==> config.mk <==
export PLATFORM = sky130hd
export DESIGN_NAME = health_checked_round_robin_core
export DESIGN_NICKNAME = d
export VERILOG_FILES = /design/src/rtl/hrr_pkg.sv /design/src/rtl/health_checked_round_robin_core.sv
export SDC_FILE = /design/constraint.sdc
export NUM_CORES = 1
export LEC_CHECK = 0
export BUFFER_PORTS_ARGS = -buffer_cell sky130_fd_sc_hd__buf_2
export CAP_MARGIN = 20
export CELL_PAD_IN_SITES_DETAIL_PLACEMENT = 2
export CELL_PAD_IN_SITES_GLOBAL_PLACEMENT = 2
export CORE_UTILIZATION = 42
export CTS_CLUSTER_DIAMETER = 40
export DETAILED_ROUTE_END_ITERATION = 16
export GPL_ROUTABILITY_DRIVEN = 0
export PLACE_DENSITY_LB_ADDON = 0.12
export SLEW_MARGIN = 20
export SYNTH_ARGS = -nofsm -noshare
export SYNTH_HDL_FRONTEND = slang
export SYNTH_SLANG_ARGS = --single-unit
export TNS_END_PERCENT = 5
==> constraint.sdc <==
create_clock -name clk -period 7.5 [get_ports clk]
set_input_delay 1.125 -clock clk [delete_from_list [all_inputs] [get_ports clk]]
set_output_delay 1.125 -clock clk [all_outputs]
set_load 0.01 [all_outputs]
==> src/rtl/hrr_pkg.sv <==
// Shared types, codes and search helpers for the health-checked round-robin core.
// No dependencies; used by rtl/health_checked_round_robin_core.sv.

package hrr_pkg;

  localparam int unsigned MAX_SERVERS = 16;
  localparam int unsigned SRV_W       = 4;   // server index width
  localparam int unsigned POOL_W      = 5;   // pool size, 1..16
  localparam int unsigned MISS_W      = 8;
  localparam int unsigned CID_W       = 32;
  localparam int unsigned CFG_IDX_W   = 1;
  localparam int unsigned CFG_DATA_W  = 8;

  // command codes (in_tuser)
  localparam logic [1:0] CMD_CONNECT  = 2'd0;
  localparam logic [1:0] CMD_REPLY    = 2'd1;
  localparam logic [1:0] CMD_INTERVAL = 2'd2;

  // result kinds (out_tuser)
  localparam logic [1:0] KIND_ASSIGN   = 2'd0;
  localparam logic [1:0] KIND_FAILOVER = 2'd1;
  localparam logic [1:0] KIND_DOWN     = 2'd2;

  // configuration register indexes
  localparam logic [CFG_IDX_W-1:0] REG_ACTIVE = 1'b0;
  localparam logic [CFG_IDX_W-1:0] REG_LIMIT  = 1'b1;

  typedef enum logic [2:0] {
    ST_IDLE,
    ST_CONN,
    ST_RD,
    ST_MOD,
    ST_FIN
  } state_t;

  typedef struct packed {
    logic             found;
    logic [SRV_W-1:0] idx;
  } pick_t;

  // register value 0 acts as 1, anything above the pool capacity is clipped
  function automatic logic [POOL_W-1:0] pool_size(input logic [POOL_W-1:0] a);
    logic [POOL_W-1:0] n;
    n = a;
    if (n == '0) n = POOL_W'(1);
    else if (n > POOL_W'(MAX_SERVERS)) n = POOL_W'(MAX_SERVERS);
    return n;
  endfunction

  function automatic logic [MAX_SERVERS-1:0] pool_mask(input logic [POOL_W-1:0] n);
    logic [MAX_SERVERS-1:0] m;
    for (int k = 0; k < MAX_SERVERS; k++) begin
      m[k] = (POOL_W'(k) < n);
    end
    return m;
  endfunction

  // first set bit at or above start, else first set bit from 0
  function automatic pick_t next_live(input logic [MAX_SERVERS-1:0] live,
                                      input logic [SRV_W-1:0]       start);
    logic [MAX_SERVERS-1:0] hi;
    pick_t r;
    hi = live;
    r  = '0;
    for (int k = 0; k < MAX_SERVERS; k++) begin
      if (SRV_W'(k) < start) hi[k] = 1'b0;
    end
    for (int k = MAX_SERVERS - 1; k >= 0; k--) begin
      if (live[k]) begin
        r.found = 1'b1;
        r.idx   = SRV_W'(k);
      end
    end
    for (int k = MAX_SERVERS - 1; k >= 0; k--) begin
      if (hi[k]) begin
        r.idx = SRV_W'(k);
      end
    end
    return r;
  endfunction

endpackage

==> src/rtl/health_checked_round_robin_core.sv <==
// Health-checked round-robin server picker: pick sequencer, miss-count memory, result register.
// Depends on rtl/hrr_pkg.sv.
//
// Sequencing: a connect passes through ST_CONN to the result register once it is free; a
// heartbeat reply is taken in ST_IDLE and gives no result; an interval end walks the pool with
// a registered read of the miss-count memory (ST_RD) and an update (ST_MOD) for each server,
// then ST_FIN, and waits while the result side stalls. One item is worked on at a time.
// Reset (rst_n, synchronous, active low): miss counts read as zero, nothing blacklisted or
// answered, first pick is server 0, client ids restart at 1, monitoring runs; no clearing pass.

module health_checked_round_robin_core (
  input  logic        clk,
  input  logic        rst_n,
  // configuration write port
  input  logic        cfg_we,
  input  logic [0:0]  cfg_index,
  input  logic [7:0]  cfg_wdata,
  // input items
  input  logic        in_tvalid,
  output logic        in_tready,
  input  logic [7:0]  in_tdata,   // [4:0] reply_server, [7:5] zero
  input  logic [1:0]  in_tuser,   // [1:0] cmd
  // result items
  output logic        out_tvalid,
  input  logic        out_tready,
  output logic [39:0] out_tdata,  // [3:0] server_index, [7:4] failover_index, [39:8] client_id
  output logic [1:0]  out_tuser,  // [1:0] kind
  output logic        out_tlast
);

  localparam int unsigned NS = hrr_pkg::MAX_SERVERS;
  localparam int unsigned SW = hrr_pkg::SRV_W;
  localparam int unsigned PW = hrr_pkg::POOL_W;
  localparam int unsigned MW = hrr_pkg::MISS_W;
  localparam int unsigned CW = hrr_pkg::CID_W;

  // control state
  hrr_pkg::state_t state_r, state_nxt;
  logic [NS-1:0]   bl_r, bl_nxt;       // blacklisted
  logic [NS-1:0]   ans_r, ans_nxt;     // answered this interval
  logic [NS-1:0]   mvld_r, mvld_nxt;   // miss-count entry holds a written value
  logic [SW-1:0]   last_pick_r, last_pick_nxt;
  logic [CW-1:0]   cid_r, cid_nxt;
  logic            stop_r, stop_nxt;
  logic [PW-1:0]   act_r;
  logic [MW-1:0]   lim_r;
  logic [SW-1:0]   idx_r, idx_nxt;     // walk position, also memory read address

  // result held back until it is known whether it is the last of the walk
  logic            pend_v_r, pend_v_nxt;
  logic [1:0]      pend_kind_r, pend_kind_nxt;
  logic [SW-1:0]   pend_srv_r, pend_srv_nxt;
  logic [SW-1:0]   pend_fo_r, pend_fo_nxt;

  // result register
  logic            ov_r, ov_nxt;
  logic [1:0]      okind_r, okind_nxt;
  logic [SW-1:0]   osrv_r, osrv_nxt;
  logic [SW-1:0]   ofo_r, ofo_nxt;
  logic [CW-1:0]   ocid_r, ocid_nxt;
  logic            olast_r, olast_nxt;

  // miss-count memory
  logic [MW-1:0]   miss_mem [NS];
  logic [MW-1:0]   rd_q;
  logic            mem_we;
  logic [MW-1:0]   mem_wdata;

  // datapath
  logic [PW-1:0]   n;
  logic [NS-1:0]   pmask;
  logic            out_free;
  logic [MW-1:0]   cur_miss;
  logic [MW-1:0]   inc_miss;
  logic [NS-1:0]   bl_set;
  logic [SW-1:0]   fo_start;
  logic [SW-1:0]   conn_start;
  hrr_pkg::pick_t  fo_pick;
  hrr_pkg::pick_t  conn_pick;
  logic            idx_is_last;
  logic [PW-1:0]   rs;
  logic [SW-1:0]   rs_idx;

  assign n        = hrr_pkg::pool_size(act_r);
  assign pmask    = hrr_pkg::pool_mask(n);
  assign out_free = !ov_r || out_tready;
  assign rs       = in_tdata[PW-1:0];
  assign rs_idx   = SW'(rs - PW'(1));

  // miss count: unwritten entries read as zero, saturating increment
  assign cur_miss = mvld_r[idx_r] ? rd_q : '0;
  assign inc_miss = (cur_miss == {MW{1'b1}}) ? cur_miss : cur_miss + MW'(1);

  // failover search runs on the mask with the current server already blacklisted
  assign bl_set      = bl_r | (NS'(1) << idx_r);
  assign fo_start    = (({1'b0, idx_r} + PW'(1)) >= n) ? '0 : idx_r + SW'(1);
  assign fo_pick     = hrr_pkg::next_live(~bl_set & pmask, fo_start);
  // a stale last pick outside the pool restarts the search at 0
  assign conn_start  = (({1'b0, last_pick_r} + PW'(1)) >= n) ? '0 : last_pick_r + SW'(1);
  assign conn_pick   = hrr_pkg::next_live(~bl_r & pmask, conn_start);
  assign idx_is_last = ({1'b0, idx_r} == (n - PW'(1)));

  assign in_tready = (state_r == hrr_pkg::ST_IDLE);

  always_comb begin
    state_nxt     = state_r;
    bl_nxt        = bl_r;
    ans_nxt       = ans_r;
    mvld_nxt      = mvld_r;
    last_pick_nxt = last_pick_r;
    cid_nxt       = cid_r;
    stop_nxt      = stop_r;
    idx_nxt       = idx_r;
    pend_v_nxt    = pend_v_r;
    pend_kind_nxt = pend_kind_r;
    pend_srv_nxt  = pend_srv_r;
    pend_fo_nxt   = pend_fo_r;
    ov_nxt        = ov_r && !out_tready;
    okind_nxt     = okind_r;
    osrv_nxt      = osrv_r;
    ofo_nxt       = ofo_r;
    ocid_nxt      = ocid_r;
    olast_nxt     = olast_r;
    mem_we        = 1'b0;
    mem_wdata     = inc_miss;

    unique case (state_r)
      hrr_pkg::ST_IDLE: begin
        if (in_tvalid) begin
          unique case (in_tuser)
            hrr_pkg::CMD_CONNECT: begin
              state_nxt = hrr_pkg::ST_CONN;
            end
            hrr_pkg::CMD_REPLY: begin
              // clearing the valid bit makes the entry read as zero
              if (!stop_r && rs != '0 && rs <= n) begin
                mvld_nxt[rs_idx] = 1'b0;
                ans_nxt[rs_idx]  = 1'b1;
              end
            end
            hrr_pkg::CMD_INTERVAL: begin
              if (!stop_r) begin
                idx_nxt   = '0;
                state_nxt = hrr_pkg::ST_RD;
              end
            end
            default: begin
            end
          endcase
        end
      end

      hrr_pkg::ST_CONN: begin
        if (out_free) begin
          cid_nxt   = cid_r + CW'(1);
          ov_nxt    = 1'b1;
          okind_nxt = conn_pick.found ? hrr_pkg::KIND_ASSIGN : hrr_pkg::KIND_DOWN;
          osrv_nxt  = conn_pick.found ? conn_pick.idx : '0;
          ofo_nxt   = '0;
          ocid_nxt  = cid_r + CW'(1);
          olast_nxt = 1'b1;
          if (conn_pick.found) last_pick_nxt = conn_pick.idx;
          state_nxt = hrr_pkg::ST_IDLE;
        end
      end

      hrr_pkg::ST_RD: begin
        // read of entry idx_r is under way
        state_nxt = hrr_pkg::ST_MOD;
      end

      hrr_pkg::ST_MOD: begin
        if (ans_r[idx_r] || bl_r[idx_r] || inc_miss < lim_r) begin
          if (!ans_r[idx_r] && !bl_r[idx_r]) begin
            mem_we          = 1'b1;
            mvld_nxt[idx_r] = 1'b1;
          end
          if (idx_is_last) begin
            state_nxt = hrr_pkg::ST_FIN;
          end else begin
            idx_nxt   = idx_r + SW'(1);
            state_nxt = hrr_pkg::ST_RD;
          end
        end else if (!pend_v_r || out_free) begin
          // limit reached: blacklist, push out the held result, hold the new one
          mem_we          = 1'b1;
          mvld_nxt[idx_r] = 1'b1;
          bl_nxt          = bl_set;
          if (pend_v_r) begin
            ov_nxt    = 1'b1;
            okind_nxt = pend_kind_r;
            osrv_nxt  = pend_srv_r;
            ofo_nxt   = pend_fo_r;
            ocid_nxt  = '0;
            olast_nxt = 1'b0;
          end
          pend_v_nxt   = 1'b1;
          pend_srv_nxt = idx_r;
          if (fo_pick.found) begin
            pend_kind_nxt = hrr_pkg::KIND_FAILOVER;
            pend_fo_nxt   = fo_pick.idx;
            if (idx_is_last) begin
              state_nxt = hrr_pkg::ST_FIN;
            end else begin
              idx_nxt   = idx_r + SW'(1);
              state_nxt = hrr_pkg::ST_RD;
            end
          end else begin
            // nothing live is left: monitoring stops, walk ends
            pend_kind_nxt = hrr_pkg::KIND_DOWN;
            pend_fo_nxt   = '0;
            stop_nxt      = 1'b1;
            state_nxt     = hrr_pkg::ST_FIN;
          end
        end
      end

      hrr_pkg::ST_FIN: begin
        ans_nxt = '0;
        if (!pend_v_r) begin
          state_nxt = hrr_pkg::ST_IDLE;
        end else if (out_free) begin
          ov_nxt     = 1'b1;
          okind_nxt  = pend_kind_r;
          osrv_nxt   = pend_srv_r;
          ofo_nxt    = pend_fo_r;
          ocid_nxt   = '0;
          olast_nxt  = 1'b1;
          pend_v_nxt = 1'b0;
          state_nxt  = hrr_pkg::ST_IDLE;
        end
      end

      default: begin
        state_nxt = hrr_pkg::ST_IDLE;
      end
    endcase
  end

  // state register and control
  always_ff @(posedge clk) begin
    if (!rst_n) begin
      state_r     <= hrr_pkg::ST_IDLE;
      bl_r        <= '0;
      ans_r       <= '0;
      mvld_r      <= '0;
      last_pick_r <= SW'(NS - 1);
      cid_r       <= '0;
      stop_r      <= 1'b0;
      act_r       <= PW'(16);
      lim_r       <= MW'(3);
      idx_r       <= '0;
      pend_v_r    <= 1'b0;
      ov_r        <= 1'b0;
    end else begin
      state_r     <= state_nxt;
      bl_r        <= bl_nxt;
      ans_r       <= ans_nxt;
      mvld_r      <= mvld_nxt;
      last_pick_r <= last_pick_nxt;
      cid_r       <= cid_nxt;
      stop_r      <= stop_nxt;
      idx_r       <= idx_nxt;
      pend_v_r    <= pend_v_nxt;
      ov_r        <= ov_nxt;
      if (cfg_we) begin
        unique case (cfg_index)
          hrr_pkg::REG_ACTIVE: act_r <= cfg_wdata[PW-1:0];
          hrr_pkg::REG_LIMIT:  lim_r <= cfg_wdata[MW-1:0];
          default: begin
          end
        endcase
      end
    end
  end

  // payload registers
  always_ff @(posedge clk) begin
    pend_kind_r <= pend_kind_nxt;
    pend_srv_r  <= pend_srv_nxt;
    pend_fo_r   <= pend_fo_nxt;
    okind_r     <= okind_nxt;
    osrv_r      <= osrv_nxt;
    ofo_r       <= ofo_nxt;
    ocid_r      <= ocid_nxt;
    olast_r     <= olast_nxt;
  end

  // miss-count memory: one write, one registered read at the walk position
  always_ff @(posedge clk) begin
    if (mem_we) begin
      miss_mem[idx_r] <= mem_wdata;
    end
    rd_q <= miss_mem[idx_r];
  end

  assign out_tvalid = ov_r;
  assign out_tdata  = {ocid_r, ofo_r, osrv_r};
  assign out_tuser  = okind_r;
  assign out_tlast  = olast_r;

  // once monitoring stops it never restarts
  a_stop_holds: assert property (@(posedge clk) disable iff (!rst_n)
    stop_r |=> stop_r)
    else $error("monitoring restarted after all servers went down");

  // an all-down result always closes its item
  a_down_last: assert property (@(posedge clk) disable iff (!rst_n)
    (out_tvalid && out_tuser == hrr_pkg::KIND_DOWN) |-> out_tlast)
    else $error("all-down result not marked last");

  // a held result is always flushed before the sequencer goes idle
  a_idle_no_pend: assert property (@(posedge clk) disable iff (!rst_n)
    (state_r == hrr_pkg::ST_IDLE) |-> !pend_v_r)
    else $error("held result left behind at end of walk");

endmodule
==> out/results.txt <==
The flow ran to the end, and the final reports show no timing, DRC or antenna violations. The clock transition at the registers of the reported paths was 0.06 ns; the critical path data arrival time was 6.60 ns. The flip-flop and latch count after synthesis was 296; the number of CTS-inserted buffers was 43.

The start-to-end type of the worst setup path was reg -> reg. In this run the mean area of a mapped cell was 10.9 um2. The tools report the routed wire length as 56,400 um. In this run the critical register-to-register path is launched from idx_r[0]. The global-route met3 utilization was 0.0399.

The switching power as a share of total power came out at 0.270. The H-tree was split into 2 levels. The tree is rooted in a sky130_fd_sc_hd__clkbuf_16. The sequential element share of the synthesized area is 0.518. On the critical path, the stage with the largest delay is an instance of sky130_fd_sc_hd__mux4_2.

The core region is 34,800 um2. The most used flip-flop cell after synthesis is sky130_fd_sc_hd__edfxtp_1. The worst supply voltage drop on vdd came out at 202 uV. The critical path starts at idx_r[0]. Setup repair after global routing left no endpoint under its margin. Before antenna repair, the detailed router went through 5 iterations.

Derived from the worst setup path, the maximum achievable clock frequency is 156 MHz. For this run, the number of Yosys warnings is 0. The leakage power summed over all cells came out at 6.24 nW.

Detailed routing inserted a total of 12,000 vias. The global routing met2 resource utilization is 0.581, and the total standard cell area after synthesis is 14,900 um2. The final number of max-transition violations was 0; the final-report hold violation count was 0. The number of antenna diodes in the final layout is 0. The share of flip-flops with an asynchronous set or reset is 0, and the die area is 36,300 um2.

TritonCTS built the clock tree. The logs give 0.486 for the clock network fraction of total power and 0 for the count of maximum capacitance violations. The starting utilization of the core area is 0.429.

The number of antenna violations at the first check in global routing is 0, and the mean routed wirelength per cell is 29.2 um. The run gives 0.00438 W as the overall power consumption. The tools report the nature of the critical path startpoint as a flop. The number of nets in the synthesized netlist is 1,430. The number of global-route vias before repair came out at 13,300.

For this run, design rule violations remaining after detail routing come to 0. For the pin with the worst max-slew slack, the measured transition is 1.03 ns. The die is 191 um wide. The global routing stage identified its most utilized layer as met2. The hold buffer count at CTS is 0.

The maximum buffer depth of the clock tree came out at 3. For this design the ratio of total power to cell area is 254 nW/um2. The aggregate global-route resource usage is 0.317. Counting I/O delays and the setup requirement, the final critical path takes 6.41 ns.

The part of the total power dissipated in combinational logic came out at 0.108. At the later pin of the worst-skew pair, clock insertion delay measures 0.56 ns. Of all nets on the critical path, the largest fanout is 31.

The critical path endpoint category was a flop. Entering global routing, the biggest net connects 85 pins. The detail route stage leaves a number of antenna-violating nets equal to 0. Internal power comes to 0.00320 W. The cell family with the largest share of critical-path delay is simple AND/OR/NAND/NOR gates. Setup violations remaining at the end of the flow were counted as 0. The final-layout setup total negative slack came out at 0 ns. For this design, the sink count on the clock tree is 296. The number of enable-type register cells in the synthesized netlist is 181. The first-iteration detailed-routing DRC count is 693, and the via count normalized by instance count is 6.20. The count of buffers added on input and output ports is 65. For this design the total switching power over the nets is 0.00118 W. Sequential share of power: 0.407.

After synthesis, the netlist uses 77 different library cells. The total buffers and inverters traversed by the critical path is 1, and the number of buffers inserted by post-CTS setup repair is 0. The fraction of final layout cells sized beyond drive strength 1 is 0.170.

In this design, the stage delay of the slowest critical-path cell is 0.65 ns. The first global-routing pass estimated 85,500 um of wire. Traced cell by cell, the critical path runs through mux4_2, mux4_2, and2_1, ha_1, nand2_1, nor4_2, nor2_1, nand3_1, xnor2_1, and2_1, ha_1, a21oi_1, o221ai_1, nor4b_1, a31oi_2, nand2b_1, nand2_1, a21oi_1, nor2_4, buf_4. The global-route track usage on met1 is 0.377, and the number of primary I/O pins is 69. STA puts the critical path data required time at 7.69 ns.

The worst hold path belongs to the class reg -> reg. For this run the aggregate overflow at the end of global routing stands at 0. Clock skew on the completed layout was measured at 0.0217 ns. The final worst-path cycle share was 0.854. The floorplan has 68 rows. The post-synthesis cell count is 1,373. The die is 191 um tall. The startpoint identified for the worst hold timing path is ans_r[4].

Summed over all nets, the half-perimeter wirelength after detailed placement is 36,000 um. The worst max-slew margin expressed relative to the limit is 0.311, and the count of nets after finishing is 1,496. The signed area change from the synthesized netlist to the final layout was 15.6%; the number of gates given a new drive strength after cts was 0.
metrics by stage:
stage	utilization	setup WS (ns)	area (um2)	cells	hold WS [ns]
3_5_place_dp	0.452	1.40	15700	1848	0.465
4_1_cts	0.496	1.07	17200	1928	0.478
5_1_grt	0.496	0.756	17300	1929	0.498
6_report	0.496	1.09	17300	1929	0.475
3_3_place_gp	0.452	1.79	15700	1848	0.454
2_1_floorplan	-	1.08	14900	1373	0.425
per-layer routing:
layer / up-vias / routed length (um)
met2: 342 / 29600
met1: 6222 / 22500
met3: 126 / 2390
met4: 0 / 1840
li1: 5272 / -
met5: - / 0
placed cells by master, fill, tap and decap left out, types with 6 or more instances in the layout:
cell	Yosys	final
sky130_fd_sc_hd__a31oi_1	12	12
sky130_fd_sc_hd__xnor2_1	32	32
sky130_fd_sc_hd__a21o_1	16	16
sky130_fd_sc_hd__clkinv_4	0	6
sky130_fd_sc_hd__a21oi_1	72	72
sky130_fd_sc_hd__a311oi_1	9	9
sky130_fd_sc_hd__a211oi_1	9	9
sky130_fd_sc_hd__inv_1	35	35
sky130_fd_sc_hd__buf_2	16	65
sky130_fd_sc_hd__ha_1	33	33
sky130_fd_sc_hd__nand4_1	9	9
sky130_fd_sc_hd__o221a_2	15	15
sky130_fd_sc_hd__nand2b_1	13	13
sky130_fd_sc_hd__nor3_1	38	38
sky130_fd_sc_hd__and2_1	41	41
sky130_fd_sc_hd__or3_1	22	22
sky130_fd_sc_hd__nor4_1	6	6
sky130_fd_sc_hd__o211ai_1	18	18
sky130_fd_sc_hd__nor2b_1	23	23
sky130_fd_sc_hd__edfxtp_1	181	181
sky130_fd_sc_hd__and3_1	16	16
sky130_fd_sc_hd__nor3b_1	6	6
sky130_fd_sc_hd__buf_4	2	30
sky130_fd_sc_hd__o22ai_1	9	9
sky130_fd_sc_hd__o21ai_0	53	53
sky130_fd_sc_hd__and3b_1	6	6
sky130_fd_sc_hd__xor2_1	25	25
sky130_fd_sc_hd__nand2_1	133	133
sky130_fd_sc_hd__clkbuf_16	0	48
sky130_fd_sc_hd__nand3b_1	8	8
sky130_fd_sc_hd__o21a_1	28	28
sky130_fd_sc_hd__nand3_1	40	40
sky130_fd_sc_hd__clkbuf_1	50	9
sky130_fd_sc_hd__dfxtp_1	115	113
sky130_fd_sc_hd__nor2_1	120	119
sky130_fd_sc_hd__a21boi_0	24	24
sky130_fd_sc_hd__mux4_2	47	47
sky130_fd_sc_hd__or2_2	8	8
worst paths after layout:
kind / endpoint / slack [ns] / cells past startpoint
max: osrv_r[3] / 1.09 / 20
min: ans_r[4] / 0.47 / 2
max reg2reg: osrv_r[3] / 1.09 / 20
min reg2reg: ans_r[4] / 0.47 / 2
area by class of cell:
class,count,area (um2)
sequential,296,7740
timing repair buffer,96,566
fill,3467,17500
multi-input combinational,966,6750
clock buffer,58,1250
clock inverter,22,250
inverter,36,135
tap,455,569
worst reg2reg max path, stage by stage, from the launching register on:
cell and delay [ns]:
sky130_fd_sc_hd__dfxtp_2 0.42, sky130_fd_sc_hd__mux4_2 0.54, sky130_fd_sc_hd__mux4_2 0.65, sky130_fd_sc_hd__and2_1 0.26, sky130_fd_sc_hd__ha_1 0.28, sky130_fd_sc_hd__nand2_1 0.21, sky130_fd_sc_hd__nor4_2 0.10, sky130_fd_sc_hd__nor2_1 0.19
sky130_fd_sc_hd__nand3_1 0.14, sky130_fd_sc_hd__xnor2_1 0.22, sky130_fd_sc_hd__and2_1 0.59, sky130_fd_sc_hd__ha_1 0.28, sky130_fd_sc_hd__a21oi_1 0.08, sky130_fd_sc_hd__o221ai_1 0.32, sky130_fd_sc_hd__nor4b_1 0.13, sky130_fd_sc_hd__a31oi_2 0.33
sky130_fd_sc_hd__nand2b_1 0.20, sky130_fd_sc_hd__nand2_1 0.11, sky130_fd_sc_hd__a21oi_1 0.12, sky130_fd_sc_hd__nor2_4 0.37, sky130_fd_sc_hd__buf_4 0.48
power groups by stage:
| stage | clock network, W | registers, W | logic (W) |
|---|---|---|---|
| after floorplan | 0 | 0.00181 | 0.000306 |
| after global placement | 0 | 0.00181 | 0.000439 |
| after detailed placement | 0 | 0.00182 | 0.000459 |
| after CTS | 0.00215 | 0.00178 | 0.000470 |
| after global routing | 0.00220 | 0.00179 | 0.000520 |
| final | 0.00213 | 0.00178 | 0.000473 |
registers in the layout, summed over array words and instances, names as in the netlist, 2 cells and up:
signal	cells
mvld_r	16
osrv_r	4
ocid_r	32
ans_r	16
pend_fo_r	4
bl_r	16
miss_mem	128
pend_kind_r	2
ofo_r	4
pend_srv_r	4
rd_q	8
idx_r	4
last_pick_r	4
cid_r	32
state_r	3
lim_r	8
out_tuser	2
act_r	5
synthesized netlist by cell type, drive strengths merged (6+ instances only):
cell type	instances	area share
nand3	40	0.013
a2111oi	6	0.0048
mux4	47	0.071
o21ai	54	0.018
xor2	25	0.015
ha	33	0.028
o22ai	9	0.0038
nor3b	6	0.0030
nor2	120	0.030
or2	8	0.0034
dfxtp	115	0.15
a21oi	72	0.024
nand3b	8	0.0040
clkbuf	50	0.013
a31oi	13	0.0059
a21boi	24	0.012
nor2b	23	0.0096
o21a	28	0.014
nor4	7	0.0034
and3b	6	0.0035
inv	35	0.0088
nand2	133	0.033
nand2b	13	0.0054
o211ai	18	0.0090
xnor2	32	0.019
and3	16	0.0067
o221a	15	0.011
edfxtp	181	0.36
a211oi	9	0.0045
a21o	16	0.0080
a311oi	9	0.0053
nor3	38	0.013
or3	22	0.0092
buf	25	0.0086
nand4	9	0.0038
and2	42	0.018
cells by family (layout without fill, tap and decap cells):
| family | after synthesis | after routing | synth area share |
|---|---|---|---|
| and+or+nand+nor | 507 | 507 | 0.169 |
| AOI/OAI and AO/OA | 314 | 314 | 0.145 |
| DFF | 296 | 296 | 0.518 |
| buffers and inverters | 111 | 212 | 0.0302 |
| xor gates and xnor gates | 57 | 57 | 0.0334 |
| muxes | 53 | 53 | 0.0751 |
| adders and majority gates | 35 | 35 | 0.0290 |
Note: power is estimated with default switching activity, not from simulation.
